$ cat config.mk
export PLATFORM = sky130hd
export DESIGN_NAME = iru_finish
export DESIGN_NICKNAME = d
export VERILOG_FILES = /design/src/rtl/core/iru_pkg.sv /design/src/rtl/core/iru_finish.sv
export SDC_FILE = /design/constraint.sdc
export NUM_CORES = 1
export LEC_CHECK = 0
export ABC_AREA = 0
export BUFFER_PORTS_ARGS = -buffer_cell sky130_fd_sc_hd__clkbuf_2
export CAP_MARGIN = 20
export CORE_AREA = 2 2 154 156
export CTS_CLUSTER_DIAMETER = 120
export DETAILED_ROUTE_END_ITERATION = 10
export DIE_AREA = 0 0 156 158
export SYNTH_ARGS = -nofsm -noshare
export SYNTH_HDL_FRONTEND = slang
export SYNTH_SLANG_ARGS = --single-unit
$ cat constraint.sdc
create_clock -name clk -period 0.8 [get_ports clk]
set_input_delay 0.08 -clock clk [delete_from_list [all_inputs] [get_ports clk]]
set_output_delay 0.08 -clock clk [all_outputs]
set_load 0.01 [all_outputs]
$ cat src/rtl/core/iru_pkg.sv
// ----------------------------------------------------------------------------
// Integer remainder unit package
// Shared types, element-type codes and widths for the remainder pipeline.
// ----------------------------------------------------------------------------
package iru_pkg;

	localparam int unsigned DataW  = 64;
	localparam int unsigned BitsPerStage = 4;
	localparam int unsigned NumDivStages = DataW / BitsPerStage;

	typedef enum logic [2:0] {
		OP_S8  = 3'd0,
		OP_U8  = 3'd1,
		OP_S16 = 3'd2,
		OP_U16 = 3'd3,
		OP_S32 = 3'd4,
		OP_U32 = 3'd5,
		OP_S64 = 3'd6,
		OP_U64 = 3'd7
	} opcode_t;

	typedef struct packed {
		logic [2:0]       opcode;
		logic [DataW-1:0] dividend;
		logic [DataW-1:0] divisor;
		logic             last_in;
	} in_word_t;

	typedef struct packed {
		logic [DataW-1:0] remainder;
		logic             last_out;
	} out_word_t;

	// Word carried between the divider stages.
	typedef struct packed {
		logic [DataW-1:0] quo;     // remaining dividend bits shifted up
		logic [DataW-1:0] rem;     // partial remainder
		logic [DataW-1:0] dvs;     // divisor magnitude
		logic [DataW-1:0] mask;    // element mask
		logic             neg;     // negate the final remainder
		logic             bypass;  // zero divisor: return dividend
		logic [DataW-1:0] raw;     // masked dividend for the bypass
		logic             last;
	} div_word_t;

	function automatic logic [DataW-1:0] elem_mask(input logic [2:0] op);
		logic [DataW-1:0] m;
		case (op[2:1])
			2'd0:    m = {{(DataW-8){1'b0}}, {8{1'b1}}};
			2'd1:    m = {{(DataW-16){1'b0}}, {16{1'b1}}};
			2'd2:    m = {{(DataW-32){1'b0}}, {32{1'b1}}};
			default: m = {DataW{1'b1}};
		endcase
		return m;
	endfunction

	function automatic logic [DataW-1:0] sign_bit(input logic [2:0] op);
		logic [DataW-1:0] s;
		case (op[2:1])
			2'd0:    s = {{(DataW-8){1'b0}}, 1'b1, 7'd0};
			2'd1:    s = {{(DataW-16){1'b0}}, 1'b1, 15'd0};
			2'd2:    s = {{(DataW-32){1'b0}}, 1'b1, 31'd0};
			default: s = {1'b1, {(DataW-1){1'b0}}};
		endcase
		return s;
	endfunction

endpackage

$ cat src/rtl/core/iru_finish.sv
// ----------------------------------------------------------------------------
// Remainder finish stage
// Applies the dividend sign, the zero-divisor bypass and the element mask.
// ----------------------------------------------------------------------------
module iru_finish (
	input  logic                clk,
	input  logic                arst_n,
	input  logic                vld,
	input  iru_pkg::div_word_t  word,
	output logic                vld_s3,
	output iru_pkg::out_word_t  word_s3
);
	import iru_pkg::*;

	logic [DataW-1:0] r;

	always_comb begin
		if (word.bypass) begin
			r = word.raw;
		end else if (word.neg) begin
			r = (~word.rem + 1'b1) & word.mask;
		end else begin
			r = word.rem & word.mask;
		end
	end

	always_ff @(posedge clk or negedge arst_n) begin
		if (!arst_n) begin
			vld_s3 <= 1'b0;
		end else begin
			vld_s3 <= vld;
		end
	end

	always_ff @(posedge clk) begin
		word_s3.remainder <= r;
		word_s3.last_out  <= word.last;
	end

endmodule

# After elaboration in Yosys (flattened, before gate mapping)
# Cells that the tools add are included.
[op_classes]
add_sub_neg = 1
muxes = 2
bitwise_logic = 3
[op_table]
columns = ["cell", "count"]
rows = [
  ["$and 64x64->64", 2],
  ["$mux 64", 2],
  ["$add 64x1->64 const B", 1],
  ["$not 64->64", 1],
]
[totals]
ff_bits = 66
inputBits = 326
out_inout_bits = 66

# Logic depth before layout (Yosys ltp)
[depth]
depth_word = 5
depth_mapped = 9
depth_no_buf = 7

# Worst setup path before layout
# Ideal clock, no wire load.
[synth_timing]
path_kind = "in2reg"
from = "input port word[196] in the netlist's numbering"
to = "register word_s3[59] in the netlist's numbering"
setup_ps = 62
t_arrival_ps = 2516
t_required_ps = 738
slack_ps = -1778
cell_stages = 9
path_cell_list = "inv_1 ha_1 or4b_4 or4_4 buf_6 or3_4 buf_6 or4_1 nand3_1"
[synth_between]
elab_chain_len = 5
[synth_rtl]
columns = ["item", "line_no", "rtl"]
rows = [
  ["start: declaration", "iru_finish.sv:9", "input iru_pkg::div_word_t word,"],
  ["$not 64->64", "iru_finish.sv:21", "r = (~word.rem + 1'b1) & word.mask;"],
  ["$add 64x1->64", "iru_finish.sv:21", ""],
  ["$and 64x64->64", "iru_finish.sv:21", ""],
  ["$mux 64", "iru_finish.sv:20", "end else if (word.neg) begin"],
  ["$mux 64", "iru_finish.sv:18", "if (word.bypass) begin"],
  ["net r[58]", "iru_finish.sv:15", "logic [DataW-1:0] r;"],
  ["end: declaration", "iru_finish.sv:11", "output iru_pkg::out_word_t word_s3"],
]
# The timed path passes the listed nets, and every way through them passes these cells.

# Worst setup path in the final report
[layout_timing]
from = "input port word[221] in the netlist's numbering"
to = "register word_s3[42] in the netlist's numbering"
# The elaborated chain is that of the path after synthesis.

==> parameters.txt <==
Parameter                              Value

Floorplan
  Die span in x    156 um
  Die area    0.0246 sq mm
  Chip Height    158 um
  Io pins    392
  Placement row count    56
  Core ar.    approximately 0.023 sq mm
  Initial standard-cell utilization of the core    18.7%

Worst setup path
  Ordered cell list for the critical path    buf_6 > or4_4 > or4_4 > or3_4 > buf_12 > or4_4 > nand3_2
  Cell class contributing the biggest share of worst-path delay    simple AND/OR/NAND/NOR gates
  Worst path arrival time    2.31 ns
  Biggest cell delay along the critical path    0.52 ns
  Worst path required time    1.08 ns
  Crit-path max FO    5
  CP max-delay cell    or4_4
  Critical path depth    7
  Library cell appearing most often on the critical path    or4_4
  Critical Path Source    word[221]
  Kind of start point of the critical path    input pin
  Startpoint-to-endpoint class of the critical path    in2reg
  Worst setup EP type    flop
  Number of buffer and inverter instances along the worst setup path    2
  Critical path endpoint    word_s3[42]$_DFF_P_

Synth
  Most common cell in the synthesized netlist    dfxtp_1
  Synthesized netlist net count    872
  Commonest cells post-synth    dfxtp_1, nand2_1, clkbuf_1
  Cell accounting for the most synthesized area    dfxtp_1
  Biggest area contributors in the synthesized netlist    dfxtp_1, nand2_1, o31ai_1, xor2_1, o41ai_1
  Most used flip-flop cell after synthesis    dfxtp_1
  Sequential fraction of the synthesis area    30.8%
  Top-area cell type share of the netlist area    30.2%
  Post-synthesis async set-or-reset flop share    1.52%
  Netlist cell types    52
  Synth warn    0
  Number of enable flip-flop cells after synthesis    0
  Flip-flop and latch count after synthesis    66
  Average cell area after synthesis    7.91 sq um
  Cells after synthesis    about 550
  Total standard cell area after synthesis    approximately 0.0043 sq mm

Global route
  Wire length of the first global-routing pass    ~33,000 um
  Pin count of the biggest net entering global routing    29
  Grt ovf    0
  Overall global routing resource usage    17.6%
  Antenna violations before repair    2
  Number of global-route vias before repair    6,322

Clock network
  Maximum level of the CTS H-tree    3
  Longest Clk Path Bufs    2
  Inserted Clock Buffers    9
  Clock tree from TritonCTS    yes
  Clock-pin slew on the worst setup and hold paths    0.07 ns
  Master cell of the clock root buffer    clkbuf_16
  Number of sinks driven by the clock tree    66

Detailed routing
  Per-cell routed wire length    between 15 and 20 um
  Routed via count divided by cell count    4.70
  Total wire length after detailed routing    between 20,000 and 25,000 um
  Length of the first detailed-routing pass in iterations    4
  Number of vias after detailed routing    6,368
  # DRC    0
  Number of DRC markers in iteration 0    297
  Routed Antenna Nets    0

Power and ir drop
  Maximum vdd ir drop    0.677 mV
  Leakage component of the power    4.58 nW
  Total power after layout    11.8 mW
  P per Cell Area    1190 mW/mm^2

Placement
  Count of port buffers added during placement    263
  Last weighted congestion value of the routability-driven placer    about 0.83
  HPWL reported at the end of detailed placement    about 16,000 um
  Placed Cells    roughly 1,200

Flow run
  Reported max-cap violation count    0

Timing
  Min cycle time layout    2.03 ns
  Actual transition at the worst max-transition pin    0.582 ns
  Setup tns final    -65.57 ns
  Slew Limit Headroom    60.6%
  Post-route worst setup slack    -1.23 ns
  Setup repair after global routing missed its margin    yes
  Final setup vio count    between 100 and 150
  Final max-slew violation count    0
  Fmax    492 MHz
  Post-route clock period utilization    254%
  Hold Vio Cnt, Final    0

Run status
  Violations in the final reports    negative setup slack
  Run status    finished with violations

Final layout
  Post-layout util    43.3%
  Number of nets in the final layout    1,384
  Fraction of layout cells with a size suffix above 1    between 50% and 60%
  Area added between synthesis and finish    131%
  Number of fill cells in the layout    2,182
  Count of non-filler cells in the finished layout    1,354

Min path
  Type of the worst min-delay path    in2reg
  Worst hold stages    3
==> registers in the layout (all words and copies together) (netlist names) <==
name     count
word_s3     65
vld_s3       1
==> metrics by stage <==
stage,hold slack (ns),setup slack (ns),area (sq um)
final,0.00825,-1.23,9980
after global routing,0.0118,-1.28,9980
after CTS,0.000186,-1.25,9290
after detailed placement,-0.144,-1.79,7170
after global placement,-0.145,-1.79,7170
after floorplan,-0.216,-1.68,4640
==> layer usage <==
layer	wire, um	global-route usage, %	vias to the layer above
met5	0	0	-
met4	524	5.81	0
met3	1790	4.11	33
met2	11500	30.2	272
met1	9940	21.7	2970
li1	-	-	3093
==> power by group <==
part	leakage [nW]	internal [mW]	switching (mW)
sequential	0.564	3.61	0.137
combinational	3.87	2.05	1.56
clock	0.145	2.74	1.74
total	4.58	8.40	3.44
==> tightest hold or removal path, stage by stage <==
cell      delay (ns)
clkbuf_2        0.09
a21oi_1         0.08
nand3_2         0.07
==> timing repair <==
action	4_1_cts	5_1_grt
endpoints found under the setup margin	126	129
setup buffers	12	26
cloned	3	3
pin swaps	57	64
resized for setup	141	175
hold buffers	102	0
endpoints found under the hold margin	65	0
==> kinds of logic after synthesis <==
family / count (synthesis) / synth area share [%]
AND/OR/NAND/NOR: 253 / 35.5
flip-flops: 66 / 30.8
AO/OA/AOI/OAI: 128 / 20.3
XOR/XNOR: 37 / 7.51
adder cells (fa/ha/maj): 1 / 0.290
buffers and inverters: 60 / 5.60
==> worst min path at each step <==
stage / slack (ns) / end / start
final: 0.008 / word_s3[52]$_DFF_P_ / word[52]
after global routing: 0.01 / word_s3[52]$_DFF_P_ / word[52]
after CTS: 0.0002 / word_s3[39]$_DFF_P_ / word[105]
after detailed placement: -0.14 / vld_s3$_DFF_PN0_ / arst_n
after global placement: -0.15 / vld_s3$_DFF_PN0_ / arst_n
after floorplan: -0.22 / vld_s3$_DFF_PN0_ / arst_n
==> final cells by class <==
class / count / area, sq um / area share, %
Timing Repair Buffer: 540 / 4270 / 42.8
Multi-Input combinational cell: 420 / 3550 / 35.6
Sequential cell: 66 / 1380 / 13.8
Tap cell: 290 / 363 / 3.64
Clock buffer: 10 / 229 / 2.29
Inverter: 20 / 95.1 / 0.953
Clock inverter: 6 / 91.3 / 0.915
Antenna cell: 2 / 5.00 / 0.0501
==> layout by cell type, fill, tap and decap left out, types with 5 or more instances in the layout <==
master         instances
nand4_1               14
inv_1                 17
o41ai_4               16
buf_8                 10
o31ai_4                9
o21ai_0                5
nor4bb_1              13
buf_12                 9
dlygate4sd3_1        102
nand3_2                5
nor3_1                 7
or4_4                  7
clkbuf_16             13
clkbuf_2             193
or3_4                  7
buf_2                 23
or3_1                 12
buf_6                 58
nor4b_1               13
nor2_1                17
a21oi_1               18
dfxtp_1               25
o21ai_1               17
xnor2_1                7
nand3_1               15
xor2_1                25
o31ai_1               22
nand2_1               62
nor2b_1                8
buf_4                139
or4_1                  8
and3b_1                6
nor4_1                 6
o21ai_2                9
nand3b_1              17
dfxtp_2               40
nand2b_1              18
No activity file was read; power rests on OpenSTA's default activity.
