<file path="src/rtl/core/iru_pkg.sv">
// ----------------------------------------------------------------------------
// Integer remainder unit package
// Shared types, element-type codes and widths for the remainder pipeline.
// ----------------------------------------------------------------------------
package iru_pkg;

	localparam int unsigned DataW  = 64;
	localparam int unsigned BitsPerStage = 4;
	localparam int unsigned NumDivStages = DataW / BitsPerStage;

	typedef enum logic [2:0] {
		OP_S8  = 3'd0,
		OP_U8  = 3'd1,
		OP_S16 = 3'd2,
		OP_U16 = 3'd3,
		OP_S32 = 3'd4,
		OP_U32 = 3'd5,
		OP_S64 = 3'd6,
		OP_U64 = 3'd7
	} opcode_t;

	typedef struct packed {
		logic [2:0]       opcode;
		logic [DataW-1:0] dividend;
		logic [DataW-1:0] divisor;
		logic             last_in;
	} in_word_t;

	typedef struct packed {
		logic [DataW-1:0] remainder;
		logic             last_out;
	} out_word_t;

	// Word carried between the divider stages.
	typedef struct packed {
		logic [DataW-1:0] quo;     // remaining dividend bits shifted up
		logic [DataW-1:0] rem;     // partial remainder
		logic [DataW-1:0] dvs;     // divisor magnitude
		logic [DataW-1:0] mask;    // element mask
		logic             neg;     // negate the final remainder
		logic             bypass;  // zero divisor: return dividend
		logic [DataW-1:0] raw;     // masked dividend for the bypass
		logic             last;
	} div_word_t;

	function automatic logic [DataW-1:0] elem_mask(input logic [2:0] op);
		logic [DataW-1:0] m;
		case (op[2:1])
			2'd0:    m = {{(DataW-8){1'b0}}, {8{1'b1}}};
			2'd1:    m = {{(DataW-16){1'b0}}, {16{1'b1}}};
			2'd2:    m = {{(DataW-32){1'b0}}, {32{1'b1}}};
			default: m = {DataW{1'b1}};
		endcase
		return m;
	endfunction

	function automatic logic [DataW-1:0] sign_bit(input logic [2:0] op);
		logic [DataW-1:0] s;
		case (op[2:1])
			2'd0:    s = {{(DataW-8){1'b0}}, 1'b1, 7'd0};
			2'd1:    s = {{(DataW-16){1'b0}}, 1'b1, 15'd0};
			2'd2:    s = {{(DataW-32){1'b0}}, 1'b1, 31'd0};
			default: s = {1'b1, {(DataW-1){1'b0}}};
		endcase
		return s;
	endfunction

endpackage

</file>
<file path="src/rtl/core/iru_prep.sv">
// ----------------------------------------------------------------------------
// Remainder operand preparation
// Masks operands, takes magnitudes and registers the first divider word.
// ----------------------------------------------------------------------------
module iru_prep (
	input  logic              clk,
	input  logic              arst_n,
	input  logic              vld,
	input  iru_pkg::in_word_t in_word,
	output logic              vld_s1,
	output iru_pkg::div_word_t word_s1
);
	import iru_pkg::*;

	logic [DataW-1:0] m, sb, a, b, am, bm;
	logic             sgn, a_neg, b_neg;

	always_comb begin
		m     = elem_mask(in_word.opcode);
		sb    = sign_bit(in_word.opcode);
		sgn   = ~in_word.opcode[0];
		a     = in_word.dividend & m;
		b     = in_word.divisor & m;
		a_neg = sgn & ((a & sb) != '0);
		b_neg = sgn & ((b & sb) != '0);
		am    = a_neg ? ((~a + 1'b1) & m) : a;
		bm    = b_neg ? ((~b + 1'b1) & m) : b;
	end

	always_ff @(posedge clk or negedge arst_n) begin
		if (!arst_n) begin
			vld_s1 <= 1'b0;
		end else begin
			vld_s1 <= vld;
		end
	end

	always_ff @(posedge clk) begin
		word_s1.quo    <= am;
		word_s1.rem    <= '0;
		word_s1.dvs    <= bm;
		word_s1.mask   <= m;
		word_s1.neg    <= a_neg;
		word_s1.bypass <= (b == '0);
		word_s1.raw    <= a;
		word_s1.last   <= in_word.last_in;
	end

endmodule

</file>
<file path="config.mk">
export PLATFORM = sky130hd
export DESIGN_NAME = iru_prep
export DESIGN_NICKNAME = d
export VERILOG_FILES = /design/src/rtl/core/iru_pkg.sv /design/src/rtl/core/iru_prep.sv
export SDC_FILE = /design/constraint.sdc
export NUM_CORES = 1
export LEC_CHECK = 0
export BUFFER_PORTS_ARGS = -buffer_cell sky130_fd_sc_hd__buf_2
export CORE_AREA = 2 2 179 181
export CTS_CLUSTER_SIZE = 24
export DETAILED_ROUTE_END_ITERATION = 16
export DIE_AREA = 0 0 181 183
export PLACE_DENSITY_LB_ADDON = 0.12
export SLEW_MARGIN = 25
export SYNTH_ARGS = -nofsm -noshare
export SYNTH_HDL_FRONTEND = slang
export SYNTH_SLANG_ARGS = --single-unit
export TNS_END_PERCENT = 20
</file>
<file path="constraint.sdc">
create_clock -name clk -period 1.45 [get_ports clk]
set_clock_uncertainty 0.15 [all_clocks]
set_input_delay 0.29 -clock clk [delete_from_list [all_inputs] [get_ports clk]]
set_output_delay 0.29 -clock clk [all_outputs]
set_load 0.01 [all_outputs]
</file>
[Word level (Yosys, flattened, before mapping)]
Cells that the tools add are included.
Cells by class
  equality and inequality tests: 2
  divide/modulo/power cells: 0
  reduce and logical (&&, ||, !) cells: 4
  bitwise logic cells: 11
  multiplexer cells: 4
  shift-type cells: 0
  order comparisons: 0
  multiply operators: 0
  add/subtract/negate cells: 2
Operators by type and width (number)
  $and 64x64->64: 6
  $pmux 64 s3: 2
  $add 64x1->64 const B: 2
  $mux 64: 2
  $not 64->64: 2
  $reduce_bool 64->1: 2
  $logic_not 64->1: 1
  $and 1x1->1: 2
  $eq 2x1->1 const B: 1
  $eq 2x2->1 const B: 1
  $logic_not 2->1: 1
  $not 1->1: 1
Storage, ports and cells
  input bits: 135
  ROM bits: 0
  latch bits: 0
  word-level logic and storage cells: 31
  memory bits (writable): 0
  memories kept: 0
  register bits: 260

[Longest topological paths before layout]
Gate-level depths: netlist of run 1.
  depth after elaboration: 7
  depth in mapped cells: 9
  mapped depth without buffers: 7

[Worst setup path before layout of run 1]
OpenSTA, ideal clock, no wires.
  path type: input port to flip-flop
  start point: in in_word[87] (netlist bit)
  end point: reg word_s1[300] (netlist bit)
  cell stages on the path: 6
  path slack: -0.704 ns
  data required time: 1.179 ns
  arrival: 1.883 ns
  path buffers: 1
  cell sequence: clkbuf_2 > or4_1 > o21ai_1 > nand3_1 > o31ai_1 > mux2_2
On the way
  cells in the longest elaborated chain, start to end: 5
  elaborated cells on any way between the ends: 8
  classes of those cells: add/sub: 1; mux: 1; bitwise: 5; reduce/logical: 1
RTL lines
  from (decl): RTL line iru_prep.sv:9  | input iru_pkg::in_word_t in_word,
  $and 64x64->64 (*): RTL line iru_prep.sv:22  | a = in_word.dividend & m;
  $not 64->64 / $and 64x64->64 (equally long branches): RTL line iru_prep.sv:26, iru_prep.sv:24
  $add 64x1->64 / $reduce_bool 64->1 (equally long branches): RTL line iru_prep.sv:26, iru_prep.sv:24
  $and 64x64->64 / $and 1x1->1 (equally long branches): RTL line iru_prep.sv:26, iru_prep.sv:24
  $mux 64 (*): RTL line iru_prep.sv:26  | am = a_neg ? ((~a + 1'b1) & m) : a;
  via am[41]: RTL line iru_prep.sv:15  | logic [DataW-1:0] m, sb, a, b, am, bm;
  to (decl): RTL line iru_prep.sv:11  | output iru_pkg::div_word_t word_s1
Mark *: on every way through the listed nets, which the timed path passes. The rest lies on a longest branch.

[Worst setup path after layout of run 1]
  start point: in in_word[102] (netlist bit)
  end point: reg word_s1[321] (netlist bit)
The elaborated chain is that of the path after synthesis.

==> results of run 1 <==
## cell usage in the layout (no fill, tap or decap), types with 11 or more instances in the layout
master	netlist	routed
sky130_fd_sc_hd__xor2_1	30	30
sky130_fd_sc_hd__nor3_1	36	25
sky130_fd_sc_hd__nand2b_1	18	18
sky130_fd_sc_hd__nor2_1	122	113
sky130_fd_sc_hd__a21oi_1	58	39
sky130_fd_sc_hd__buf_2	22	357
sky130_fd_sc_hd__nor4_1	51	32
sky130_fd_sc_hd__clkbuf_16	0	18
sky130_fd_sc_hd__and3_1	38	34
sky130_fd_sc_hd__buf_6	1	69
sky130_fd_sc_hd__nand4_1	11	11
sky130_fd_sc_hd__nor4_4	5	21
sky130_fd_sc_hd__conb_1	2	72
sky130_fd_sc_hd__mux2_2	18	15
sky130_fd_sc_hd__mux2i_1	22	20
sky130_fd_sc_hd__xnor2_1	17	17
sky130_fd_sc_hd__o21ai_0	52	26
sky130_fd_sc_hd__and2_1	20	19
sky130_fd_sc_hd__nand2_1	65	54
sky130_fd_sc_hd__a31oi_1	31	18
sky130_fd_sc_hd__or3_1	18	14
sky130_fd_sc_hd__a21oi_2	0	15
sky130_fd_sc_hd__dlygate4sd3_1	0	19
sky130_fd_sc_hd__buf_4	128	376
sky130_fd_sc_hd__o21ai_1	1	12
sky130_fd_sc_hd__o211ai_1	11	11
sky130_fd_sc_hd__buf_12	0	30
sky130_fd_sc_hd__nand3_1	23	18
sky130_fd_sc_hd__o21ai_2	0	13
sky130_fd_sc_hd__dfxtp_1	197	194
## sequential cells by signal (all words and copies together), names as in the netlist
| register | cells |
|---|---|
| vld_s1 | 1 |
| word_s1 | 197 |
## cell families (layout without fill, tap and decap cells)
| family | after synthesis | count (layout) | share of synthesized area, % |
|---|---|---|---|
| xor gates and xnor gates | 47 | 47 | 3.88 |
| other | 2 | 75 | 0.0708 |
| AOI/OAI and AO/OA | 268 | 268 | 17.9 |
| adders and majority gates | 2 | 2 | 0.236 |
| DFF | 198 | 198 | 37.4 |
| and+or+nand+nor | 457 | 458 | 23.9 |
| buffers and inverters | 210 | 912 | 12.3 |
| muxes | 43 | 43 | 4.31 |
## metal layers
| layer | vias to the layer above | track usage [%] |
|---|---|---|
| li1 | 5855 | - |
| met1 | 5846 | 32.4 |
| met2 | 462 | 45.6 |
| met3 | 86 | 4.27 |
| met4 | 2 | 11.5 |
| met5 | - | 0 |
## cell type report
type,instances,area share (%)
diodes,3,0.0402
clock buffers,21,2.47
inverters,17,0.496
multi-input cells,890,38.0
repair buffers,867,34.7
clock inverters,7,0.268
well taps,402,2.70
flip-flops and latches,198,21.3
## through the flow
step                utilization, %  hold slack [ns]
global route                  59.7          0.00630
CTS                           57.5          0.00419
global placement              49.9          -0.0708
floorplan                        -           -0.156
finish                        59.8           0.0204
detailed placement            49.9          -0.0722
## power groups by stage
stage,clock network [W],logic (W),registers [W]
detailed placement,0,0.00356,0.00607
finish,0.00439,0.00429,0.00595
global placement,0,0.00356,0.00607
CTS,0.00451,0.00410,0.00595
global route,0.00474,0.00457,0.00598
floorplan,0,0.00158,0.00628
## timing repair
action,CTS,global route
endpoints found under the hold margin,19,0
hold buffers,19,0
gates resized for setup,265,100
setup endpoints to repair,183,167
pin swaps,109,62
buffers inserted,43,25
cloned,5,1
## critical path, delay by kind of cell
family | cells | cell delay [ns]
AOI/OAI and AO/OA | 2 | 0.50
buffers and inverters | 2 | 0.33
and+or+nand+nor | 3 | 0.85
## worst paths after layout
kind | from | endpoint | slack [ns] | depth (start not counted)
min in group asynchronous | arst_n | vld_s1 | 0.05 | 2
max in group asynchronous | arst_n | vld_s1 | 1.00 | 2
worst min-delay path | in_word[45] | word_s1[175] | 0.02 | 3
worst max-delay path | in_word[102] | word_s1[321] | -0.30 | 7
==> results_dict.tcl, run 1 <==
set metrics [dict create \
    max_freq_mhz 572 \
    synthDominantCellAreaShare_pct 37.2 \
    floorplan.die.width_um 181 \
    worstSetupStartpointType "primary input" \
    timing_max_transition_violations_final 0 \
    timing_worst_setup_path_type "primary input to flip-flop" \
    dpl_worst_slack_ns -0.922 \
    met3_routed_wirelength_mm 2.43 \
    run_status "finished with violations" \
    grtUsageTotal_pct 26.3 \
    area_used_by_multi_input_combinational_logic_mm2 0.00710 \
    final_layout_size_suffix_gt1_share_pct 56.2 \
    synth_edf_count 0 \
    finalSetupViolCount 141 \
    p_leak_nw 8.52 \
    tritoncts_clock_tree "done" \
    grt_max_degree 33 \
    detailroute.via_count 12251 \
    setup-tns-final_ns -18.36 \
    dpl.hpwl_mm 33.9 \
    power.switching_w 0.00451 \
    postRouteWirelength_mm 45.4 \
    synth-seq-area-share_pct 37.4 \
    synth_async_sr_flop_share_pct 0.505 \
    area_growth_pct 76.1 \
    cp_cell_sequence "buf_2, nor4_4, buf_4, a41oi_2, a211o_4, or4_1, nand3_1" \
    top_layer "met5" \
    slowest_stage "sky130_fd_sc_hd__or4_1" \
    synthMostInstantiatedCell "sky130_fd_sc_hd__dfxtp_1" \
    vias_per_cell 5.09 \
    clkPwrFrac_pct 30.0 \
    detailed_place.area_mm2 0.0156 \
    final.setup.worst_slack_ns -0.297 \
    cts.sink_count 198 \
    cp.required_ns 1.68 \
    cp.arrival_ns 1.98 \
    power_w 0.0146 \
    crit_path_time_final_ns 1.75 \
    class_of_the_tightest_hold_or_removal_check "primary input to flip-flop" \
    dpl.cell_count 2282 \
    gp_routability_congestion 0.904 \
    dieHeight_um 183 \
    finalNonFillerCells 2405 \
    rows 65 \
    cts_buffer_depth 2 \
    violations_in_the_final_reports "negative setup slack" \
    critical-path-max-stage-delay_ns 0.47 \
    ant_nets 0 \
    rsz0062_at_grt "yes" \
    synth.top_cells.by_count "sky130_fd_sc_hd__dfxtp_1 (197), sky130_fd_sc_hd__buf_4 (128), sky130_fd_sc_hd__nor2_1 (122)" \
    drt_iter0_markers 653 \
    detail_route.wirelength.met1_mm 19.0 \
    ys.warnings.count 0 \
    antenna_violations_before_repair 4 \
    clk_tree_root_cell "sky130_fd_sc_hd__clkbuf_16" \
    post-route-drc-count 0 \
    netlist_instances 1227 \
    slew_headroom_pct 65.6 \
    synth.cell_area_mm2 0.0106 \
    power_per_cell_area_mw_per_mm2 784 \
    switch_share_pct 30.8 \
    synthFlopType "sky130_fd_sc_hd__dfxtp_1" \
    intPower_w 0.0101 \
    grt_first_pass_wirelength_mm 68.0 \
    comb_power_share_pct 29.3 \
    grt_ovf 0 \
    part_of_the_cycle_the_worst_path_needs_pct 121 \
    seq_area_mm2 0.00398 \
    dr_wl_met2_mm 22.2 \
    max_slew.worst_pin.slew_ns 0.503 \
    synth_top_area_cell "sky130_fd_sc_hd__dfxtp_1" \
    io_buffer_count 386 \
    clock_tree.htree_level_count 4 \
    crit_path_max_fanout 6 \
    io_pins 459 \
    peakVddDrop_mv 0.795 \
    drv.max_cap_violation_count 0 \
    avgRoutedWirePerCell_um 18.9 \
    final-hold-violation-count 0 \
    starting_density_of_the_core_pct 33.9 \
    die-area_mm2 0.0331 \
    floorplan.core_area_mm2 0.0312 \
    avgSynthCellArea_um2 8.64 \
    share_of_power_burned_in_registers_pct 40.6 \
    final_cell_area_mm2 0.0187 \
    drt_pass1_iterations 5 \
    kind_of_end_point_of_the_critical_path "flip-flop" \
    cts_buf_count 17 \
    ys_ff_latch 198 \
    clk_pin_slew_ns 0.07 \
    synth.area.top_cells "sky130_fd_sc_hd__dfxtp_1 (37%), sky130_fd_sc_hd__buf_4 (9.1%), sky130_fd_sc_hd__nor2_1 (4.3%)" \
    nFillCells 2786 \
    final_nets 2128 \
    synth.distinct_cells 85 \
    first_global_vias 12204 \
]
No activity file was read; power rests on OpenSTA's default activity.
==> run 2: changes to the inputs <==
Settings changed: CTS_BUF_LIST from default to sky130_fd_sc_hd__clkbuf_16.
==> run 2 against run 1 <==
Against the previous run:
- largest power group unchanged
- clock-buffer cell count down 4
- combinational power barely moved
- die area unchanged
- critical path depth did not move
- final cell count shrank 0.25%
- the run still ends with negative setup slack left
- core utilization shrank 0.11 points
- largest cell class unchanged
==> results_dict.tcl, run 2 (same netlist as run 1, synthesis figures left out) <==
set metrics [dict create \
    floorplan.die.width_um 181 \
    setup-tns-final_ns -18.16 \
    rsz0062_at_grt "yes" \
    cts_buf_count 17 \
    power_w 0.0145 \
    p_leak_nw 8.50 \
    vias_per_cell 5.11 \
    finalNonFillerCells 2399 \
    switch_share_pct 31.1 \
    drt_iter0_markers 609 \
    clkPwrFrac_pct 29.5 \
    class_of_the_tightest_hold_or_removal_check "primary input to flip-flop" \
    run_status "finished with violations" \
    final_nets 2122 \
    layout.cells.most_common_list "sky130_fd_sc_hd__buf_4 (369), sky130_fd_sc_hd__buf_2 (356), sky130_fd_sc_hd__dfxtp_1 (194)" \
    timing.hold.worst_path_depth 3 \
    first_global_vias 12163 \
    post-route-drc-count 0 \
    floorplan.core_area_mm2 0.0312 \
    detailroute.via_count 12270 \
    kind_of_end_point_of_the_critical_path "flip-flop" \
    ant_nets 0 \
    dpl.cell_count 2282 \
    dpl_worst_slack_ns -0.922 \
    starting_density_of_the_core_pct 33.9 \
    rows 65 \
    max_freq_mhz 570 \
    comb_power_share_pct 29.5 \
    grt_max_degree 33 \
    max_slew.worst_pin.slew_ns 0.909 \
    avgRoutedWirePerCell_um 18.9 \
    peakVddDrop_mv 0.792 \
    largest_registers "word_s1 x197, vld_s1 x1" \
    crit_path_time_final_ns 1.75 \
    power.switching_w 0.00452 \
    cp.arrival_ns 1.98 \
    tritoncts_clock_tree "done" \
    largest_register_ff_count 197 \
    worstSetupStartpointType "primary input" \
    share_of_power_burned_in_registers_pct 41.0 \
    final_layout_size_suffix_gt1_share_pct 55.5 \
    grt_ovf 0 \
    cp.required_ns 1.68 \
    grt_most_used_layer "met2" \
    slew_headroom_pct 39.1 \
    grtUsageTotal_pct 26.3 \
    antenna_violations_before_repair 4 \
    global_route.usage.met1_pct 32.4 \
    crit_path_max_fanout 6 \
    use_met3_pct 4.19 \
    dieHeight_um 183 \
    grtUsageMet2_pct 45.3 \
    final-hold-violation-count 0 \
    layout.core_utilization_pct 59.6 \
    power_per_cell_area_mw_per_mm2 780 \
    clk_pin_slew_ns 0.07 \
    drt_pass1_iterations 5 \
    finalSetupViolCount 135 \
    grt_first_pass_wirelength_mm 67.8 \
    gp_routability_congestion 0.904 \
    clock_tree.htree_level_count 4 \
    area_growth_pct 75.7 \
    cp_cell_sequence "buf_2, nor4_4, buf_4, a41oi_2, a211o_4, or4_1, nand3_1" \
    largest_register "word_s1" \
    violations_in_the_final_reports "negative setup slack" \
    intPower_w 0.0100 \
    critical-path-max-stage-delay_ns 0.47 \
    slowest_stage "sky130_fd_sc_hd__or4_1" \
    die-area_mm2 0.0331 \
    drv.max_cap_violation_count 0 \
    clk_tree_root_cell "sky130_fd_sc_hd__clkbuf_16" \
    cts_buffer_depth 2 \
    timing_worst_setup_path_type "primary input to flip-flop" \
    io_buffer_count 386 \
    postRouteWirelength_mm 45.4 \
    mostFrequentLayoutCell "sky130_fd_sc_hd__buf_4" \
    io_pins 459 \
    cts.sink_count 198 \
    part_of_the_cycle_the_worst_path_needs_pct 121 \
    dpl.hpwl_mm 33.9 \
    timing_max_transition_violations_final 0 \
    final.setup.worst_slack_ns -0.303 \
]
[run 2: repair_timing]
item | 4_1_cts | 5_1_grt
endpoints found under the hold margin | 19 | 1
endpoints found under the setup margin | 183 | 169
hold buffers | 19 | 2
gates cloned | 5 | 1
pin swaps | 104 | 73
gates resized for setup | 259 | 107
setup buffers | 43 | 19
[run 2: area by class of cell]
cell class                 instances  area (um2)
fill                            2786       12600
multi-input combinational        890        7110
timing repair buffer             861        6440
sequential                       198        3980
tap                              402         503
clock buffer                      17         425
inverter                          17        92.6
clock inverter                    11        65.1
antenna                            3        7.51
[run 2: critical path, delay by kind of cell]
| family | cells | cell delay (ns) |
|---|---|---|
| AND/OR/NAND/NOR | 3 | 0.85 |
| AO/OA/AOI/OAI | 2 | 0.50 |
| buffers and inverters | 2 | 0.33 |
[run 2: worst paths after layout]
check                        startpoint      endpoint
max in group asynchronous        arst_n        vld_s1
min                         in_word[45]  word_s1[175]
max                        in_word[102]  word_s1[321]
min in group asynchronous        arst_n        vld_s1
[run 2: metrics by stage]
step                hold slack, ns  cell area (um2)
floorplan                   -0.156            11400
global placement           -0.0708            15600
detailed placement         -0.0722            15600
CTS                        0.00321            17900
global route               0.00703            18600
finish                      0.0208            18600
[run 2: power groups by stage]
stage / registers, W / clock network (W) / logic, W
finish: 0.00595 / 0.00428 / 0.00429
global route: 0.00598 / 0.00461 / 0.00457
CTS: 0.00595 / 0.00439 / 0.00410
detailed placement: 0.00607 / 0 / 0.00356
global placement: 0.00607 / 0 / 0.00356
floorplan: 0.00628 / 0 / 0.00158
[run 2: per-layer routing]
layer / part of all wire (%) / vias up
met1: 42 / 5874
li1: - / 5834
met2: 49 / 466
met3: 5.5 / 94
met5: 0.029 / -
met4: 3.8 / 2
